===== src/rtl/core/vrp_pkg.sv =====
// Shared types and constants for the vertex rotate/project pipeline.
`default_nettype none

package vrp_pkg;

    // configuration port geometry
    localparam int CFG_IDX_W  = 3;
    localparam int CFG_DATA_W = 16;

    // register indexes
    localparam logic [CFG_IDX_W-1:0] REG_COS    = 3'd0;
    localparam logic [CFG_IDX_W-1:0] REG_SIN    = 3'd1;
    localparam logic [CFG_IDX_W-1:0] REG_FOV    = 3'd2;
    localparam logic [CFG_IDX_W-1:0] REG_WIDTH  = 3'd3;
    localparam logic [CFG_IDX_W-1:0] REG_HEIGHT = 3'd4;

    // register widths and reset values
    localparam int ANGLE_W = 16;
    localparam int FOV_W   = 16;
    localparam int SIZE_W  = 13;
    localparam logic signed [ANGLE_W-1:0] COS_RESET    = 16'sd16384;
    localparam logic signed [ANGLE_W-1:0] SIN_RESET    = 16'sd0;
    localparam logic        [FOV_W-1:0]   FOV_RESET    = 16'd512;
    localparam logic        [SIZE_W-1:0]  WIDTH_RESET  = 13'd640;
    localparam logic        [SIZE_W-1:0]  HEIGHT_RESET = 13'd480;

    // arithmetic constants
    localparam int Q14_SHIFT   = 14;
    localparam int PIXEL_SCALE = 100;
    localparam int PIX_W       = 16;
    localparam int PIX_MAX     = 32767;
    localparam int PIX_MIN     = -32768;

    // control carried alongside the divider
    typedef struct packed {
        logic valid;
        logic den_zero;
        logic neg_x;
        logic neg_y;
    } vrp_tag_t;

endpackage

`default_nettype wire


===== src/rtl/core/vrp_rot.sv =====
// Two-stage plane rotation: p = (c*a - s*b)/2^14, q = (s*a + c*b)/2^14, toward zero.
`default_nettype none

module vrp_rot import vrp_pkg::*; #(
    parameter int W = 16
) (
    input  wire                        clk,
    input  wire                        en,
    input  wire  signed [W-1:0]        a,
    input  wire  signed [W-1:0]        b,
    input  wire  signed [ANGLE_W-1:0]  c,
    input  wire  signed [ANGLE_W-1:0]  s,
    output logic signed [W+2:0]        p,
    output logic signed [W+2:0]        q
);

    localparam int PW = W + ANGLE_W;
    localparam int SW = PW + 1;
    localparam int OW = W + 3;

    logic signed [PW-1:0] ca_reg, sb_reg, sa_reg, cb_reg;
    logic signed [SW-1:0] diff, sum, diff_adj, sum_adj;
    logic signed [OW-1:0] p_reg, q_reg;

    // stage 1: four products
    always_ff @(posedge clk)
    begin
        if (en)
        begin
            ca_reg <= PW'(c) * PW'(a);
            sb_reg <= PW'(s) * PW'(b);
            sa_reg <= PW'(s) * PW'(a);
            cb_reg <= PW'(c) * PW'(b);
        end
    end

    // stage 2: combine, bias negatives so the shift truncates toward zero
    always_comb
    begin
        diff     = SW'(ca_reg) - SW'(sb_reg);
        sum      = SW'(sa_reg) + SW'(cb_reg);
        diff_adj = diff + (diff[SW-1] ? SW'((1 << Q14_SHIFT) - 1) : SW'(0));
        sum_adj  = sum + (sum[SW-1] ? SW'((1 << Q14_SHIFT) - 1) : SW'(0));
    end

    always_ff @(posedge clk)
    begin
        if (en)
        begin
            p_reg <= OW'(diff_adj >>> Q14_SHIFT);
            q_reg <= OW'(sum_adj >>> Q14_SHIFT);
        end
    end

    assign p = p_reg;
    assign q = q_reg;

endmodule

`default_nettype wire


===== config.mk =====
export PLATFORM = sky130hd
export DESIGN_NAME = vrp_rot
export DESIGN_NICKNAME = d
export VERILOG_FILES = /design/src/rtl/core/vrp_pkg.sv /design/src/rtl/core/vrp_rot.sv
export SDC_FILE = /design/constraint.sdc
export NUM_CORES = 2
export LEC_CHECK = 0
export ABC_AREA = 0
export BUFFER_PORTS_ARGS = -buffer_cell sky130_fd_sc_hd__buf_2
export CORE_UTILIZATION = 65
export CTS_BUF_LIST = sky130_fd_sc_hd__clkbuf_4 sky130_fd_sc_hd__clkbuf_8
export CTS_CLUSTER_SIZE = 16
export DETAILED_ROUTE_END_ITERATION = 6
export MAX_ROUTING_LAYER = met4
export PLACE_DENSITY = 0.82
export SYNTH_ARGS = -nofsm -noshare
export SYNTH_HDL_FRONTEND = slang
export SYNTH_SLANG_ARGS = --single-unit

===== constraint.sdc =====
create_clock -name clk -period 12.51 [get_ports clk]
set_clock_uncertainty 0.1 [all_clocks]
set_input_delay 1.251 -clock clk [delete_from_list [all_inputs] [get_ports clk]]
set_output_delay 1.251 -clock clk [all_outputs]
set_load 0.05 [all_outputs]

==> results.ini <==
[floorplan]
die_w_microns = 276
die_area_sq_um = 76100
ios = 104
die_y_microns = 276
num_rows = 100
initial_core_util_pct = 65.6
core_sq_um = 74300

[clock_tree]
cts_resized = 0
cts_buffer_depth = 2
path_clk_slew_ns = 0.11
htreeDepth = 4
clock_sinks = 166
clk_latency_ns = 0.60
cts_tree = yes
post_cts_buffers = 0
holdBufCountCts = 0
cts_made_buffers = 17
cts_root_buf = clkbuf_8

[layout]
drive_gt1_share_pct = 3.23
nets = 6655
area_growth_pct = 3.17
fillers = 5880

[timing]
maxSlewHeadroom_pct = 13.3
min_period_over_period_pct = 64.4
setup_tns_ns = 0
worst_slew_pin_slew_ns = 1.30
setup_viol = 0
slew_viol_final = 0
max_freq_mhz = 124
rsz0062_at_grt = false
hold_viol = 0
post-route-min-period_ns = 8.06

[outcome]
status = completed

[worst_setup_path]
r2r-end = p[18]
critPathSlowestCell = o41ai_1
path_cells = buf_2 -> and2_1 -> fa_1 -> inv_1 -> fa_1 -> fa_1 -> inv_1 -> fa_1 -> fa_1 -> inv_1 -> fa_1 -> inv_1 -> ha_1 -> a21o_1 -> a21o_1 -> a21oi_1 -> o21ai_0 -> o21a_1 -> o21ai_1 -> a21boi_0 -> o41ai_1 -> o31ai_1 -> o41ai_1 -> xnor2_1
arrival_ns = 8.31
critPathKind = input port to flop
cpPeakStageDelay_ns = 0.82
cp-end-kind = flop
r2r_slack_ns = 5.18
crit_top_cell = fa_1
cp_max_fo = 32
crit_family = adder cells
crit_buf_inv = 5
r2r-start = ca_reg[0]
crit_path_start_kind = input port
reg2reg_depth = 23
critical_path_required_ns = 12.76

[synthesis]
synth-main-ff-cell = edfxtp_1
muxShareOfSynthArea_pct = 0.0616
yosys.area.top_type_share_pct = 43.1
synth_common_cells = inv_1 (1,242), fa_1 (1,050), nand2_1 (570)
synthXorXnorAreaFrac_pct = 4.24
netlist_area_sq_um = 48800
synth_most_common_cell = inv_1
async_reset_ff_share_pct = 0
synth.distinct_cells = 75
yosys_warnings = 0
synth-seq-cells = 166
synth_compound_area_share_pct = 6.12
synth_top_family_by_area = adder cells
synth_fa_ha_area_share_pct = 53.8
yosysTopAreaCell = fa_1
yosys.area_share.simple_pct = 14.4
avgSynthCellArea_sq_um = 9.41
syn-num-nets = 6717
ys_top_cells_by_area = fa_1 (43%), ha_1 (11%), edfxtp_1 (10%), inv_1 (9.6%), and2_1 (6.4%)
syn_inst = 5183
synth_edf_count = 166
ys_seq_area_share_pct = 10.2

[place]
hpwlAfterDp_microns = 85000
io_buffers = 103
gp_congestion = 0.931

[job]
drv_cap = 0

[route]
drt-wirelength-per-cell_microns = 18.0
firstDrtPassIters = 6
drt_iter0_drc = 2759
drtAntennaViolNets = 0
drc_errors = 0
vias_per_cell = 5.67
vias = 34700
wl_microns = 110000

[global_routing]
track_usage_pct = 32.4
grt_pass1_vias = 37200
grt_pass1_wl_microns = 186000
overflow = 0
antenna_found_initial = 8
grt_max_degree = 93

[hold_path]
holdPathStages = 3
hold_start = cb_reg[30]
hold_end = q[16]
hold_path_class = flop to flop

[worst max path at each step]
stage,to,cells past startpoint,slack (ns),start
2_1_floorplan,ca_reg[30],23,5.16,c[12]
3_3_place_gp,ca_reg[30],24,4.19,c[9]
3_5_place_dp,ca_reg[30],23,3.99,a[1]
4_1_cts,ca_reg[30],23,4.63,a[1]
5_1_grt,ca_reg[30],23,4.12,a[1]
6_report,ca_reg[30],24,4.45,c[9]
[worst reg2reg max path, delay by kind of cell, from the launching register on]
family / cells / cell delay [ns]
and+or+nand+nor: 9 / 2.65
AOI/OAI and AO/OA: 8 / 2.58
adders and majority gates: 3 / 0.93
DFF: 1 / 0.39
xor gates and xnor gates: 1 / 0.24
buffers and inverters: 2 / 0.19
[cells by family after synthesis]
logic type               Yosys count
flip-flops                       166
AND/OR/NAND/NOR                 1398
buffers and inverters           1441
multiplexers                       3
adder cells (fa/ha/maj)         1468
AO/OA/AOI/OAI                    472
XOR/XNOR                         235
[cells in the final DEF, fill, tap and decap left out, types with 29 or more instances in the layout]
| cell | Yosys | final |
|---|---|---|
| nand2_1 | 570 | 570 |
| inv_1 | 1242 | 1242 |
| fa_1 | 1050 | 1050 |
| nand2b_1 | 33 | 33 |
| and2_1 | 500 | 500 |
| a21oi_1 | 150 | 150 |
| a21o_1 | 79 | 79 |
| xnor2_1 | 171 | 171 |
| edfxtp_1 | 166 | 166 |
| nand3_1 | 31 | 31 |
| xor2_1 | 63 | 63 |
| nor2_1 | 122 | 122 |
| ha_1 | 418 | 418 |
| nor3_1 | 34 | 34 |
| o21bai_1 | 29 | 29 |
| buf_2 | 1 | 102 |
| o21ai_0 | 77 | 76 |
[per-layer routing]
layer	up-vias	GRT usage [%]	wire length, microns
met5	-	-	0
met3	221	5.67	9960
met4	0	12.4	4300
li1	15500	-	-
met1	17500	43.9	44900
met2	1462	49.2	51000
[final cells by class]
cell class                 instances  area (sq um)  area share (%)
multi-input combinational       3576         38400            76.3
sequential                       166          4980            9.91
inverter                        1242          4660            9.27
tap                              969          1210            2.41
timing repair buffer             118           634            1.26
clock buffer                      17           234           0.465
clock inverter                    14           193           0.383
antenna                            7          17.5          0.0348
[per-stage QoR]
step	setup slack (ns)	hold slack, ns	cell area (sq um)	utilization (%)	std cells
after CTS	4.63	0.838	50300	67.7	6102
final	4.45	0.835	50300	67.7	6109
after global placement	4.19	0.796	49900	67.1	6071
after detailed placement	3.99	0.804	49900	67.1	6071
after global routing	4.12	0.905	50300	67.7	6109
after floorplan	5.16	0.719	48800	-	5183
Power is not shown: default switching activity piles up to over one toggle a cycle in this logic, so the estimate is an artifact.
